==> src/isp_pkg.sv <==
`timescale 1ns / 1ps
// ----------------------------------------------------------------------------
// isp_pkg
// Shared types and constants for the image stream pixel parser.
// ----------------------------------------------------------------------------
package isp_pkg;

  typedef enum logic [3:0] {
    PH_START,
    PH_W_HI,
    PH_W_LO,
    PH_H_HI,
    PH_H_LO,
    PH_AMODE,
    PH_SKIP,
    PH_PIX_A,
    PH_PIX_R,
    PH_PIX_G,
    PH_PIX_B,
    PH_DONE,
    PH_ERROR
  } phase_t;

  typedef enum logic [1:0] {
    KIND_PIXEL  = 2'd0,
    KIND_HEADER = 2'd1,
    KIND_ERROR  = 2'd2
  } kind_t;

  // Configuration register indexes.
  localparam int CFG_IDX_W = 1;
  localparam logic [CFG_IDX_W-1:0] CFG_START_MARKER = 1'b0;
  localparam logic [CFG_IDX_W-1:0] CFG_END_MARKER   = 1'b1;

  localparam logic [7:0] ALPHA_MODE_ON = 8'h01;
  localparam logic [7:0] ALPHA_CLEAR   = 8'h00;
  localparam logic [7:0] ALPHA_OPAQUE  = 8'hFF;

  localparam int QDEPTH = 2;
  localparam int QPTR_W = $clog2(QDEPTH);
  localparam int QCNT_W = $clog2(QDEPTH + 1);

  // One parsed event as it travels from the front end to the back end.
  typedef struct packed {
    kind_t       kind;
    logic [15:0] width;
    logic [15:0] height;
    logic        has_alpha;
    logic [31:0] pixel_index;
    logic [7:0]  red;
    logic [7:0]  green;
    logic [7:0]  blue;
    logic [7:0]  alpha;
    logic        last_pixel;
  } op_t;

  typedef struct packed {
    logic full;
    logic empty;
  } q_status_t;

endpackage

==> src/isp_if.sv <==
`timescale 1ns / 1ps
// ----------------------------------------------------------------------------
// isp_in_if / isp_out_if
// Valid/ready channels for raw stream bytes and for parsed results.
// ----------------------------------------------------------------------------
interface isp_in_if;
  logic       valid;
  logic       ready;
  logic [7:0] data_byte;
  logic       restart;

  modport source (output valid, data_byte, restart, input ready);
  modport sink   (input valid, data_byte, restart, output ready);
endinterface

interface isp_out_if;
  logic        valid;
  logic        ready;
  logic [1:0]  kind;
  logic [15:0] width;
  logic [15:0] height;
  logic        has_alpha;
  logic [31:0] pixel_index;
  logic [7:0]  red;
  logic [7:0]  green;
  logic [7:0]  blue;
  logic [7:0]  alpha;
  logic        last_pixel;

  modport source (output valid, kind, width, height, has_alpha, pixel_index,
                  red, green, blue, alpha, last_pixel, input ready);
  modport sink   (input valid, kind, width, height, has_alpha, pixel_index,
                  red, green, blue, alpha, last_pixel, output ready);
endinterface

==> src/image_stream_pixel_parser_core.sv <==
`timescale 1ns / 1ps
// ----------------------------------------------------------------------------
// image_stream_pixel_parser_core
// Parses an image byte stream into a header result and RGBA pixel results.
// ----------------------------------------------------------------------------
// Usage:
//   in_ch carries one stream byte per transfer plus a restart flag that marks
//   the first byte of a new image. out_ch carries one result per header,
//   pixel or bad start marker. cfg_we/cfg_index/cfg_data write the start
//   marker (index 0) and the end marker (index 1); write them while idle.
//   The parser takes one byte per clock while in_ch.ready is high. A byte
//   that completes a result goes through the queue to out_ch: the front
//   end posts an event into a two-entry queue, and the back end moves it
//   into the output register when that register is empty or being taken.
//   in_ch.ready drops only while the queue is full, which happens when the
//   receiver stalls; the output register then holds its result until it is
//   taken. Bytes that make no result are absorbed.
//   The pixel total is a registered 16x16 product of width and height.
//   Synchronous reset clears the parser, the queue, the output valid flag
//   and both markers; the block is ready as soon as reset is released.
// ----------------------------------------------------------------------------
module image_stream_pixel_parser_core (
  input  logic                           clk,
  input  logic                           rst_n,
  input  logic                           cfg_we,
  input  logic [isp_pkg::CFG_IDX_W-1:0]  cfg_index,
  input  logic [7:0]                     cfg_data,
  isp_in_if.sink                         in_ch,
  isp_out_if.source                      out_ch
);
  import isp_pkg::*;

  q_status_t q_status;
  logic      push, pop;
  op_t       push_op, pop_op, res;
  logic      res_valid;

  isp_front u_front (
    .clk          (clk),
    .rst_n        (rst_n),
    .cfg_we       (cfg_we),
    .cfg_index    (cfg_index),
    .cfg_data     (cfg_data),
    .byte_valid   (in_ch.valid),
    .byte_data    (in_ch.data_byte),
    .byte_restart (in_ch.restart),
    .byte_ready   (in_ch.ready),
    .q_status     (q_status),
    .push         (push),
    .push_op      (push_op)
  );

  isp_queue u_queue (
    .clk     (clk),
    .rst_n   (rst_n),
    .push    (push),
    .push_op (push_op),
    .pop     (pop),
    .pop_op  (pop_op),
    .status  (q_status)
  );

  isp_back u_back (
    .clk       (clk),
    .rst_n     (rst_n),
    .q_status  (q_status),
    .q_op      (pop_op),
    .pop       (pop),
    .res_valid (res_valid),
    .res_ready (out_ch.ready),
    .res       (res)
  );

  assign out_ch.valid       = res_valid;
  assign out_ch.kind        = res.kind;
  assign out_ch.width       = res.width;
  assign out_ch.height      = res.height;
  assign out_ch.has_alpha   = res.has_alpha;
  assign out_ch.pixel_index = res.pixel_index;
  assign out_ch.red         = res.red;
  assign out_ch.green       = res.green;
  assign out_ch.blue        = res.blue;
  assign out_ch.alpha       = res.alpha;
  assign out_ch.last_pixel  = res.last_pixel;
endmodule

==> src/isp_front.sv <==
`timescale 1ns / 1ps
// ----------------------------------------------------------------------------
// isp_front
// Byte parser: tracks the header, collects pixel bytes and posts events.
// ----------------------------------------------------------------------------
module isp_front (
  input  logic                           clk,
  input  logic                           rst_n,
  input  logic                           cfg_we,
  input  logic [isp_pkg::CFG_IDX_W-1:0]  cfg_index,
  input  logic [7:0]                     cfg_data,
  input  logic                           byte_valid,
  input  logic [7:0]                     byte_data,
  input  logic                           byte_restart,
  output logic                           byte_ready,
  input  isp_pkg::q_status_t             q_status,
  output logic                           push,
  output isp_pkg::op_t                   push_op
);
  import isp_pkg::*;

  logic [7:0]  start_marker_r, end_marker_r;
  phase_t      phase_r, phase_nxt, phase_eff;
  logic [15:0] width_r, width_nxt;
  logic [15:0] height_r, height_nxt;
  logic        amode_r, amode_nxt;
  logic [31:0] total_r;
  logic [31:0] count_r, count_nxt;
  logic [7:0]  pend_a_r, pend_a_nxt;
  logic [7:0]  pend_r_r, pend_r_nxt;
  logic [7:0]  pend_g_r, pend_g_nxt;
  logic        accept;
  logic        last;
  logic        empty_image;

  assign byte_ready  = !q_status.full;
  assign accept      = byte_valid && byte_ready;
  assign phase_eff   = byte_restart ? PH_START : phase_r;
  assign last        = (count_r == (total_r - 32'd1));
  assign empty_image = (width_r == 16'd0) || (height_r == 16'd0);

  always_ff @(posedge clk) begin
    if (!rst_n) begin
      start_marker_r <= '0;
      end_marker_r   <= '0;
    end else if (cfg_we) begin
      unique case (cfg_index)
        CFG_START_MARKER: start_marker_r <= cfg_data;
        CFG_END_MARKER:   end_marker_r   <= cfg_data;
        default: ;
      endcase
    end
  end

  // Next phase.
  always_comb begin
    phase_nxt = phase_r;
    if (accept) begin
      unique case (phase_eff)
        PH_START: phase_nxt = (byte_data == start_marker_r) ? PH_W_HI : PH_ERROR;
        PH_W_HI:  phase_nxt = PH_W_LO;
        PH_W_LO:  phase_nxt = PH_H_HI;
        PH_H_HI:  phase_nxt = PH_H_LO;
        PH_H_LO:  phase_nxt = PH_AMODE;
        PH_AMODE: phase_nxt = PH_SKIP;
        PH_SKIP: begin
          if (byte_data == end_marker_r) begin
            if (empty_image) phase_nxt = PH_DONE;
            else             phase_nxt = amode_r ? PH_PIX_A : PH_PIX_R;
          end
        end
        PH_PIX_A: begin
          if (byte_data == ALPHA_CLEAR) phase_nxt = last ? PH_DONE : PH_PIX_A;
          else                          phase_nxt = PH_PIX_R;
        end
        PH_PIX_R: phase_nxt = PH_PIX_G;
        PH_PIX_G: phase_nxt = PH_PIX_B;
        PH_PIX_B: begin
          if (last) phase_nxt = PH_DONE;
          else      phase_nxt = amode_r ? PH_PIX_A : PH_PIX_R;
        end
        default:  phase_nxt = phase_eff;
      endcase
    end
  end

  // Event posted to the queue.
  always_comb begin
    push                 = 1'b0;
    push_op              = '0;
    push_op.kind         = KIND_PIXEL;
    push_op.width        = width_r;
    push_op.height       = height_r;
    push_op.has_alpha    = amode_r;
    push_op.pixel_index  = count_r;
    push_op.last_pixel   = last;
    if (accept) begin
      unique case (phase_eff)
        PH_START: begin
          push         = (byte_data != start_marker_r);
          push_op.kind = KIND_ERROR;
        end
        PH_SKIP: begin
          push         = (byte_data == end_marker_r);
          push_op.kind = KIND_HEADER;
        end
        PH_PIX_A: begin
          // A fully transparent pixel carries no colour bytes.
          push          = (byte_data == ALPHA_CLEAR);
          push_op.alpha = ALPHA_CLEAR;
        end
        PH_PIX_B: begin
          push          = 1'b1;
          push_op.red   = pend_r_r;
          push_op.green = pend_g_r;
          push_op.blue  = byte_data;
          push_op.alpha = pend_a_r;
        end
        default: push = 1'b0;
      endcase
    end
  end

  // Header fields, pixel counter and pending colour bytes.
  always_comb begin
    width_nxt  = byte_restart ? 16'd0 : width_r;
    height_nxt = byte_restart ? 16'd0 : height_r;
    amode_nxt  = byte_restart ? 1'b0  : amode_r;
    count_nxt  = byte_restart ? 32'd0 : count_r;
    pend_a_nxt = byte_restart ? 8'd0  : pend_a_r;
    pend_r_nxt = byte_restart ? 8'd0  : pend_r_r;
    pend_g_nxt = byte_restart ? 8'd0  : pend_g_r;
    unique case (phase_eff)
      PH_W_HI:  width_nxt  = {byte_data, 8'd0};
      PH_W_LO:  width_nxt  = {width_r[15:8], byte_data};
      PH_H_HI:  height_nxt = {byte_data, 8'd0};
      PH_H_LO:  height_nxt = {height_r[15:8], byte_data};
      PH_AMODE: amode_nxt  = (byte_data == ALPHA_MODE_ON);
      PH_SKIP:  if (byte_data == end_marker_r) count_nxt = 32'd0;
      PH_PIX_A: begin
        if (byte_data == ALPHA_CLEAR) count_nxt = count_r + 32'd1;
        else                          pend_a_nxt = byte_data;
      end
      PH_PIX_R: pend_r_nxt = byte_data;
      PH_PIX_G: pend_g_nxt = byte_data;
      PH_PIX_B: count_nxt  = count_r + 32'd1;
      default: ;
    endcase
  end

  always_ff @(posedge clk) begin
    if (!rst_n) begin
      phase_r  <= PH_START;
      width_r  <= '0;
      height_r <= '0;
      amode_r  <= 1'b0;
      count_r  <= '0;
      pend_a_r <= '0;
      pend_r_r <= '0;
      pend_g_r <= '0;
    end else begin
      phase_r <= phase_nxt;
      if (accept) begin
        width_r  <= width_nxt;
        height_r <= height_nxt;
        amode_r  <= amode_nxt;
        count_r  <= count_nxt;
        pend_a_r <= pend_a_nxt;
        pend_r_r <= pend_r_nxt;
        pend_g_r <= pend_g_nxt;
      end
    end
  end

  // Width and height settle at least one transfer before the end marker, so
  // the registered product is ready by the first pixel.
  always_ff @(posedge clk) begin
    total_r <= 32'(width_r) * 32'(height_r);
  end

`ifndef SYNTHESIS
  a_last_ends_image: assert property (@(posedge clk) disable iff (!rst_n)
    push && push_op.kind == KIND_PIXEL && push_op.last_pixel |=> phase_r == PH_DONE)
    else $error("last pixel did not end the image");
  a_push_needs_room: assert property (@(posedge clk) disable iff (!rst_n)
    push |-> !q_status.full)
    else $error("event posted to a full queue");
  a_error_sticks: assert property (@(posedge clk) disable iff (!rst_n)
    phase_r == PH_ERROR && !(accept && byte_restart) |=> phase_r == PH_ERROR)
    else $error("error phase left without restart");
`endif
endmodule

==> src/isp_queue.sv <==
`timescale 1ns / 1ps
// ----------------------------------------------------------------------------
// isp_queue
// Short FIFO of parsed events between the front end and the back end.
// ----------------------------------------------------------------------------
module isp_queue (
  input  logic                clk,
  input  logic                rst_n,
  input  logic                push,
  input  isp_pkg::op_t        push_op,
  input  logic                pop,
  output isp_pkg::op_t        pop_op,
  output isp_pkg::q_status_t  status
);
  import isp_pkg::*;

  op_t               mem_r [QDEPTH];
  logic [QPTR_W-1:0] wr_ptr_r, rd_ptr_r;
  logic [QCNT_W-1:0] count_r, count_nxt;

  assign status.full  = (count_r == QCNT_W'(QDEPTH));
  assign status.empty = (count_r == '0);
  assign pop_op       = mem_r[rd_ptr_r];

  always_comb begin
    count_nxt = count_r;
    priority if (push && !pop) count_nxt = count_r + QCNT_W'(1);
    else if (pop && !push)     count_nxt = count_r - QCNT_W'(1);
  end

  always_ff @(posedge clk) begin
    if (push) mem_r[wr_ptr_r] <= push_op;
  end

  always_ff @(posedge clk) begin
    if (!rst_n) begin
      wr_ptr_r <= '0;
      rd_ptr_r <= '0;
      count_r  <= '0;
    end else begin
      if (push) wr_ptr_r <= (wr_ptr_r == QPTR_W'(QDEPTH - 1)) ? '0 : wr_ptr_r + 1'b1;
      if (pop)  rd_ptr_r <= (rd_ptr_r == QPTR_W'(QDEPTH - 1)) ? '0 : rd_ptr_r + 1'b1;
      count_r <= count_nxt;
    end
  end

`ifndef SYNTHESIS
  a_no_overflow: assert property (@(posedge clk) disable iff (!rst_n)
    status.full |-> !push)
    else $error("queue overflow");
  a_no_underflow: assert property (@(posedge clk) disable iff (!rst_n)
    status.empty |-> !pop)
    else $error("queue underflow");
  a_count_bound: assert property (@(posedge clk) disable iff (!rst_n)
    count_r <= QCNT_W'(QDEPTH))
    else $error("queue count out of range");
`endif
endmodule

==> src/isp_back.sv <==
`timescale 1ns / 1ps
// ----------------------------------------------------------------------------
// isp_back
// Formats queued events into result items and holds them in the output
// register until the receiver takes them.
// ----------------------------------------------------------------------------
module isp_back (
  input  logic                clk,
  input  logic                rst_n,
  input  isp_pkg::q_status_t  q_status,
  input  isp_pkg::op_t        q_op,
  output logic                pop,
  output logic                res_valid,
  input  logic                res_ready,
  output isp_pkg::op_t        res
);
  import isp_pkg::*;

  logic valid_r;
  op_t  res_r, res_nxt;

  assign pop       = !q_status.empty && (!valid_r || res_ready);
  assign res_valid = valid_r;
  assign res       = res_r;

  always_comb begin
    res_nxt = '0;
    unique case (q_op.kind)
      KIND_PIXEL: begin
        res_nxt       = q_op;
        // Without alpha mode every pixel is opaque.
        res_nxt.alpha = q_op.has_alpha ? q_op.alpha : ALPHA_OPAQUE;
      end
      KIND_HEADER: begin
        res_nxt.kind      = KIND_HEADER;
        res_nxt.width     = q_op.width;
        res_nxt.height    = q_op.height;
        res_nxt.has_alpha = q_op.has_alpha;
      end
      KIND_ERROR: res_nxt.kind = KIND_ERROR;
      default:    res_nxt.kind = KIND_ERROR;
    endcase
  end

  always_ff @(posedge clk) begin
    if (pop) res_r <= res_nxt;
  end

  always_ff @(posedge clk) begin
    if (!rst_n)         valid_r <= 1'b0;
    else if (pop)       valid_r <= 1'b1;
    else if (res_ready) valid_r <= 1'b0;
  end

`ifndef SYNTHESIS
  a_pop_loads: assert property (@(posedge clk) disable iff (!rst_n)
    pop |=> valid_r)
    else $error("popped event not presented");
  a_error_clean: assert property (@(posedge clk) disable iff (!rst_n)
    valid_r && res_r.kind == KIND_ERROR |-> res_r.width == '0 && res_r.height == '0)
    else $error("error result carries header fields");
  a_no_pop_stalled: assert property (@(posedge clk) disable iff (!rst_n)
    valid_r && !res_ready |-> !pop)
    else $error("output register overwritten while stalled");
`endif
endmodule

==> src/flat_wrapper.sv <==
// flat-port wrapper written by rule: the top's interface ports become plain ports
module image_stream_pixel_parser_core_flat import isp_pkg::*;
  (clk, rst_n, cfg_we, cfg_index, cfg_data, in_ch_valid, in_ch_data_byte, in_ch_restart, in_ch_ready, out_ch_valid, out_ch_kind, out_ch_width, out_ch_height, out_ch_has_alpha, out_ch_pixel_index, out_ch_red, out_ch_green, out_ch_blue, out_ch_alpha, out_ch_last_pixel, out_ch_ready);
  isp_in_if in_ch_i ();
  isp_out_if out_ch_i ();
  input  logic clk;
  input  logic rst_n;
  input  logic cfg_we;
  input  logic [isp_pkg::CFG_IDX_W-1:0] cfg_index;
  input  logic [7:0] cfg_data;
  input wire logic [$bits(in_ch_i.valid)-1:0] in_ch_valid;
  input wire logic [$bits(in_ch_i.data_byte)-1:0] in_ch_data_byte;
  input wire logic [$bits(in_ch_i.restart)-1:0] in_ch_restart;
  output wire logic [$bits(in_ch_i.ready)-1:0] in_ch_ready;
  output wire logic [$bits(out_ch_i.valid)-1:0] out_ch_valid;
  output wire logic [$bits(out_ch_i.kind)-1:0] out_ch_kind;
  output wire logic [$bits(out_ch_i.width)-1:0] out_ch_width;
  output wire logic [$bits(out_ch_i.height)-1:0] out_ch_height;
  output wire logic [$bits(out_ch_i.has_alpha)-1:0] out_ch_has_alpha;
  output wire logic [$bits(out_ch_i.pixel_index)-1:0] out_ch_pixel_index;
  output wire logic [$bits(out_ch_i.red)-1:0] out_ch_red;
  output wire logic [$bits(out_ch_i.green)-1:0] out_ch_green;
  output wire logic [$bits(out_ch_i.blue)-1:0] out_ch_blue;
  output wire logic [$bits(out_ch_i.alpha)-1:0] out_ch_alpha;
  output wire logic [$bits(out_ch_i.last_pixel)-1:0] out_ch_last_pixel;
  input wire logic [$bits(out_ch_i.ready)-1:0] out_ch_ready;
  assign in_ch_i.valid = in_ch_valid;
  assign in_ch_i.data_byte = in_ch_data_byte;
  assign in_ch_i.restart = in_ch_restart;
  assign in_ch_ready = in_ch_i.ready;
  assign out_ch_valid = out_ch_i.valid;
  assign out_ch_kind = out_ch_i.kind;
  assign out_ch_width = out_ch_i.width;
  assign out_ch_height = out_ch_i.height;
  assign out_ch_has_alpha = out_ch_i.has_alpha;
  assign out_ch_pixel_index = out_ch_i.pixel_index;
  assign out_ch_red = out_ch_i.red;
  assign out_ch_green = out_ch_i.green;
  assign out_ch_blue = out_ch_i.blue;
  assign out_ch_alpha = out_ch_i.alpha;
  assign out_ch_last_pixel = out_ch_i.last_pixel;
  assign out_ch_i.ready = out_ch_ready;
  image_stream_pixel_parser_core u_core (.clk(clk), .rst_n(rst_n), .cfg_we(cfg_we), .cfg_index(cfg_index), .cfg_data(cfg_data), .in_ch(in_ch_i), .out_ch(out_ch_i));
endmodule
==> config.mk <==
export PLATFORM = sky130hd
export DESIGN_NAME = image_stream_pixel_parser_core_flat
export DESIGN_NICKNAME = d
export VERILOG_FILES = /design/src/isp_pkg.sv /design/src/isp_if.sv /design/src/image_stream_pixel_parser_core.sv /design/src/isp_front.sv /design/src/isp_queue.sv /design/src/isp_back.sv /design/src/flat_wrapper.sv
export SDC_FILE = /design/constraint.sdc
export NUM_CORES = 1
export LEC_CHECK = 0
export ABC_AREA = 0
export BUFFER_PORTS_ARGS = -buffer_cell sky130_fd_sc_hd__buf_2
export CAP_MARGIN = 20
export CORE_UTILIZATION = 63
export DETAILED_ROUTE_END_ITERATION = 10
export GPL_ROUTABILITY_DRIVEN = 1
export PLACE_DENSITY = 0.81
export REMOVE_ABC_BUFFERS = 1
export SLEW_MARGIN = 10
export SYNTH_ARGS = -nofsm -noshare
export SYNTH_HDL_FRONTEND = slang
export SYNTH_SLANG_ARGS = --single-unit
==> constraint.sdc <==
create_clock -name clk -period 8.5 [get_ports clk]
set_input_delay 1.7 -clock clk [delete_from_list [all_inputs] [get_ports clk]]
set_output_delay 1.7 -clock clk [all_outputs]
set_load 0.02 [all_outputs]
; ---- After elaboration in Yosys (flattened, before gate mapping)
; Memory sizes are Yosys's and may differ from the RTL's. A register that Yosys moved wholly into a read port is not among the register bits.
; Index checks and enable logic that the tools add are counted.
; Widths: inputs -> output; s select.
[op_classes]
n_addsub = 6
n_mul = 1
mux = 43
n_eq_ne = 18
reduce_logical = 37
n_bitwise = 3
[ops]
columns = operator, count
row1 = $mux 32, 4
row2 = $pmux 32 s3, 1
row3 = $mux 8, 8
row4 = $pmux 16 s2, 2
row5 = $pmux 4 s11, 1
row6 = $add 32x1->32 const B, 1
row7 = $eq 32x32->1, 1
row8 = $logic_not 16->1, 2
row9 = $mul 16x16->32, 1
row10 = $mux 4, 8
row11 = $sub 32x1->32 const B, 1
row12 = $mux 24, 1
row13 = $eq 4x3->1 const B, 4
row14 = $eq 8x8->1, 2
row15 = $mux 16, 1
row16 = $reduce_and 2->1, 8
row17 = $reduce_bool 2->1, 7
row18 = $eq 4x4->1 const B, 3
row19 = $mux 1, 11
row20 = $eq 4x2->1 const B, 2
row21 = $eq 8x1->1 const B, 1
row22 = $logic_not 8->1, 1
row23 = $ne 8x8->1, 1
row24 = $pmux 2 s2, 2
row25 = other kinds (18), 34
[word_totals]
n_memories = 1
out_inout_bits = 102
mem_bits_rw = 200
input_bits = 23
wordCells = 136
ff_bits = 246
[mem_list]
columns = name, depth, word_bits, read_ports, rd_ports_with_merged_regs, write_ports, line
row1 = u_core.u_queue.mem_r, 2, 100, 1, 1, 1, isp_queue.sv:17  ; op_t mem_r [QDEPTH];

; ---- Logic depth before layout (Yosys ltp)
[logic_depth]
depth_word = 8
depth_mapped = 23
ltp_nobuf = 22

; ---- Cells and area by module
; A second synthesis with hierarchy kept.
[hier_totals]
cells_unflattened = 2444
hier_area_um2 = 27308.7
[modules_own_cells]
columns = module, n_inst, seq_area_each_um2, area_each_um2, cells_per_inst
row1 = isp_front, 1, 2822.7, 15876.5, 1885
row2 = isp_queue, 1, 6105.9, 7470.9, 333
row3 = isp_back, 1, 3022.9, 3961.3, 226

; ---- Least setup slack after synthesis
; No wires, ideal clock.
[synth_path]
path_kind = input to register
start = input in_ch_data_byte[4]
end = memory u_core.u_queue.mem_r[0][0] (netlist bit), enable pin
n_path_buf = 1
cell_stages = 8
slack_ps = 652
arrival_ps = 7287
t_required_ps = 7938
setup_ps = 562
path_cell_list = clkbuf_1 -> nor4_1 -> nand3b_1 -> o21a_1 -> o21ai_0 -> o21ba_2 -> o21ai_0 -> nor2_1
[synth_via]
elab_chain_len = 5
elab_cells_between_ends = 7
cone_classes = 2 x eq/ne / 4 x mux / 1 x reduce/logical
[synth_rtl]
columns = element, line
row1 = start: declaration, flat_wrapper.sv:12  ; input wire logic [$bits(in_ch_i.data_byte)-1:0] in_ch_data_byte;
row2 = "$eq 8x8->1, or another cell as far along", isp_front.sv:104  ; push = (byte_data == end_marker_r);
row3 = $pmux 1 s4 *, isp_front.sv:98  ; unique case (phase_eff)
row4 = $mux 1 *, isp_front.sv:97  ; if (accept) begin
row5 = $mux 1 *, isp_queue.sv:32  ; if (push) mem_r[wr_ptr_r] <= push_op;
row6 = $mux 1 (not written as such) *, isp_queue.sv:32
row7 = end: declaration, isp_queue.sv:17
; Mark *: on every way between the ends. The rest lies on a longest branch, timed or not.

; ---- Worst setup path after layout
[layout_path]
start = register u_core.u_front.width_r[10]
end = register u_core.u_front.total_r[31]
[layout_via]
elab_chain_len = 1
[layout_rtl]
columns = element, line
row1 = start: declaration, isp_front.sv:24  ; logic [15:0] width_r, width_nxt;
row2 = start signal: assignment, isp_front.sv:164  ; width_r <= width_nxt;
row3 = $mul 16x16->32, isp_front.sv:178  ; total_r <= 32'(width_r) * 32'(height_r);
row4 = end signal: assignment, isp_front.sv:178
row5 = end: declaration, isp_front.sv:27  ; logic [31:0] total_r;
; No other way between the ends.
; A chain may end at the register's enable or synchronous reset.

==> results_dict.tcl <==
set metrics [dict create \
    ys_seq_area_share_pct 44.5 \
    die_h_um 208 \
    power.density_nw_per_um2 219 \
    cts_root_buf "clkbuf_16" \
    grt_usage_pct 27.3 \
    rsz0062_at_grt "no" \
    dieArea_um2 43400 \
    status "finished, final reports clean" \
    synthMuxAreaShare_pct 4.35 \
    p_leak_uw 0.0123 \
    critPathRequiredTime_ps 8970 \
    hold_viol_final 0 \
    detailed_place_hpwl_um 41000 \
    synth_flop_cell "edfxtp_1" \
    peakVddDrop_v 0.000192 \
    critPathLaunchType "register" \
    drtPass1Iterations 6 \
    die_x_um 208 \
    path_clk_slew_ps 60 \
    holdBufCountCts 0 \
    synth_xor_area_share_pct 2.61 \
    fin_crit_ps 6780 \
    wirelength_um 58700 \
    yosysTopAreaCell "edfxtp_1" \
    synth_seq_cells 447 \
    placeableCoreArea_um2 41900 \
    crit_path_end_kind "register" \
    synth_compound_area_share_pct 7.50 \
    max-clock-path-buffers 3 \
    setup-tns-final_ps 0 \
    antenna_cells 0 \
    gp_congestion 0.896 \
    hold_path_class "reg2reg" \
    fin_nets 2833 \
    post_cts_resized 0 \
    fmax_ghz 0.148 \
    cts_made_buffers 45 \
    area.growth.synth_to_final_pct 8.91 \
    post-route-period-util_pct 79.8 \
    start_util_pct 64.0 \
    h-tree-depth 2 \
    ys_warn_count 0 \
    antenna_found_initial 0 \
    cts_tree "yes" \
    drive_gt1_share_pct 9.47 \
    skew_ps 33.1 \
    synth_fa_ha_area_share_pct 19.5 \
    cts_setup_buffers 0 \
    design.portCount 125 \
    grt_first_pass_wirelength_um 94400 \
    place_area_um2 27800 \
    cap_violations 0 \
    async_flop_share_pct 0 \
    worst-setup-path-type "reg2reg" \
    synth_area_leaders "edfxtp_1 34%, fa_1 14%, dfxtp_1 11%, ha_1 5.0%, mux2i_1 4.2%" \
    vias 18388 \
    postSynthCellCount 2456 \
    grt_pass1_vias 18538 \
    ant_nets 0 \
    synth_top_area_share_pct 33.6 \
    rows 75 \
    drc 0 \
    fillCellCount 2995 \
    slew_viol_final 0 \
    clock_latency_ps 590 \
    max_slew_margin_pct 26.6 \
    syn_area_per_cell_um2 10.9 \
    synth_top_family_by_area "adder cells" \
    fin_area_um2 29200 \
    grt_max_degree 117 \
    tightest_slew_ps 1100 \
    via_per_inst 5.96 \
    cp.arrival_ps 7250 \
    portBuffers 124 \
    setup_viol 0 \
    netlist_area_um2 26800 \
    routedWlPerCell_um 19.0 \
    overflow 0 \
    synth_cell_type_count 83 \
    dr.first_iter.drc_count 1456 \
    crit_fanout 20 \
    reg2reg_depth 21 \
    synth-edff-count 300 \
    clock_sinks 447 \
    synthSimpleGateAreaFrac_pct 16.1 \
    hold_depth 2 \
]
==> layer usage <==
layer,global-route usage [%],wire length [um]
met5,0,0
met4,9.02,1560
met3,3.28,3350
met2,48.9,30400
met1,34.3,23400
==> stage by stage <==
step                total power, uW  hold WS, ps  instances  setup WS, ps  util [%]
floorplan                      4120          455       2320           655         -
global placement               4450          467       3001          1840      66.2
detailed placement             4500          479       3001          1720      66.2
CTS                            6440          487       3085          1730      69.7
global route                   6640          521       3085          1410      69.7
finish                         6400          488       3085          1720      69.7
==> power breakdown <==
part | leakage (uW) | total [uW] | switching (uW) | internal [uW]
combinational | 0.00747 | 1420 | 961 | 462
clock | 0.000709 | 1950 | 840 | 1110
sequential | 0.00408 | 3030 | 191 | 2840
==> synthesized netlist by cell type, drive strengths merged, types with 3 or more instances <==
cell type,n
edfxtp,300
inv,246
nand2,209
fa,194
nor2,178
and2,159
dfxtp,147
clkbuf,116
mux2i,112
ha,107
nor2b,70
o21ai,63
a21oi,53
nand3,49
xnor2,45
xor2,35
nor4,32
a21boi,29
nor3,29
a32oi,28
a22oi,25
and3,23
a21o,21
buf,20
nand4,18
nand2b,12
a31oi,10
o21a,10
or3,10
or4,9
a211oi,7
nand3b,7
nor3b,7
or2,6
nand4b,5
o21bai,5
o31ai,5
mux2,4
nor4b,4
o211ai,4
o31a,4
o22ai,3
==> flip-flops by register name (all words and copies together) (netlist names), 2 cells and up, named ones only <==
signal,cells
u_core.u_queue.mem_r,200
u_core.u_back.res,100
u_core.u_front.pend_r_r,8
u_core.u_front.pend_g_r,8
u_core.u_front.phase_r,4
u_core.u_front.count_r,32
u_core.u_queue.count_r,2
u_core.u_front.total_r,32
u_core.u_front.start_marker_r,8
u_core.u_front.pend_a_r,8
u_core.u_front.width_r,16
u_core.u_front.height_r,16
u_core.u_front.end_marker_r,8
==> placed cells by master, fill, tap and decap left out, types with 53 or more instances in the layout <==
cell type / instances
inv_1: 246
a21oi_1: 53
mux2i_1: 112
buf_2: 124
nor2_1: 173
fa_1: 194
o21ai_0: 56
and2_1: 159
edfxtp_1: 300
nand2_1: 209
dfxtp_1: 146
nor2b_1: 70
ha_1: 107
==> critical path: stages, from the launching register on <==
cell and delay, ps:
dfxtp_1 840, nand2_1 200, fa_1 560, fa_1 540, inv_1 50, fa_1 500
inv_1 50, fa_1 530, inv_1 50, fa_1 470, inv_1 50, fa_1 470
inv_1 40, ha_1 310, and3_1 200, a211oi_1 220, o21ai_0 120, a21oi_1 280
o21ai_0 320, a211o_1 380, a2111o_1 360, o211a_1 120
==> final timing paths <==
check / slack [ps] / end / startpoint
worst min register to register: 490 / u_core.u_front.end_marker_r[6] / u_core.u_front.end_marker_r[6]
worst max register to register: 1720 / u_core.u_front.total_r[31] / u_core.u_front.width_r[10]
worst min-delay path: 490 / u_core.u_front.end_marker_r[6] / u_core.u_front.end_marker_r[6]
worst max-delay path: 1720 / u_core.u_front.total_r[31] / u_core.u_front.width_r[10]
==> cell type report <==
class / count / area [um^2] / area share (%)
clock buffer: 61 / 1250 / 4.27
inverter: 246 / 923 / 3.16
sequential: 447 / 12000 / 40.9
tap: 539 / 674 / 2.31
clock inverter: 23 / 213 / 0.728
timing repair buffer: 142 / 756 / 2.59
multi-input combinational: 1627 / 13500 / 46.0
==> logic make-up (layout without fill, tap and decap cells) <==
| family | count (synthesis) | in the layout |
|---|---|---|
| multiplexers | 116 | 116 |
| AO/OA/AOI/OAI | 295 | 295 |
| AND/OR/NAND/NOR | 835 | 835 |
| buffers and inverters | 382 | 472 |
| XOR/XNOR | 80 | 80 |
| flip-flops | 447 | 447 |
| adder cells (fa/ha/maj) | 301 | 301 |
(Power assumes the default switching activity.)
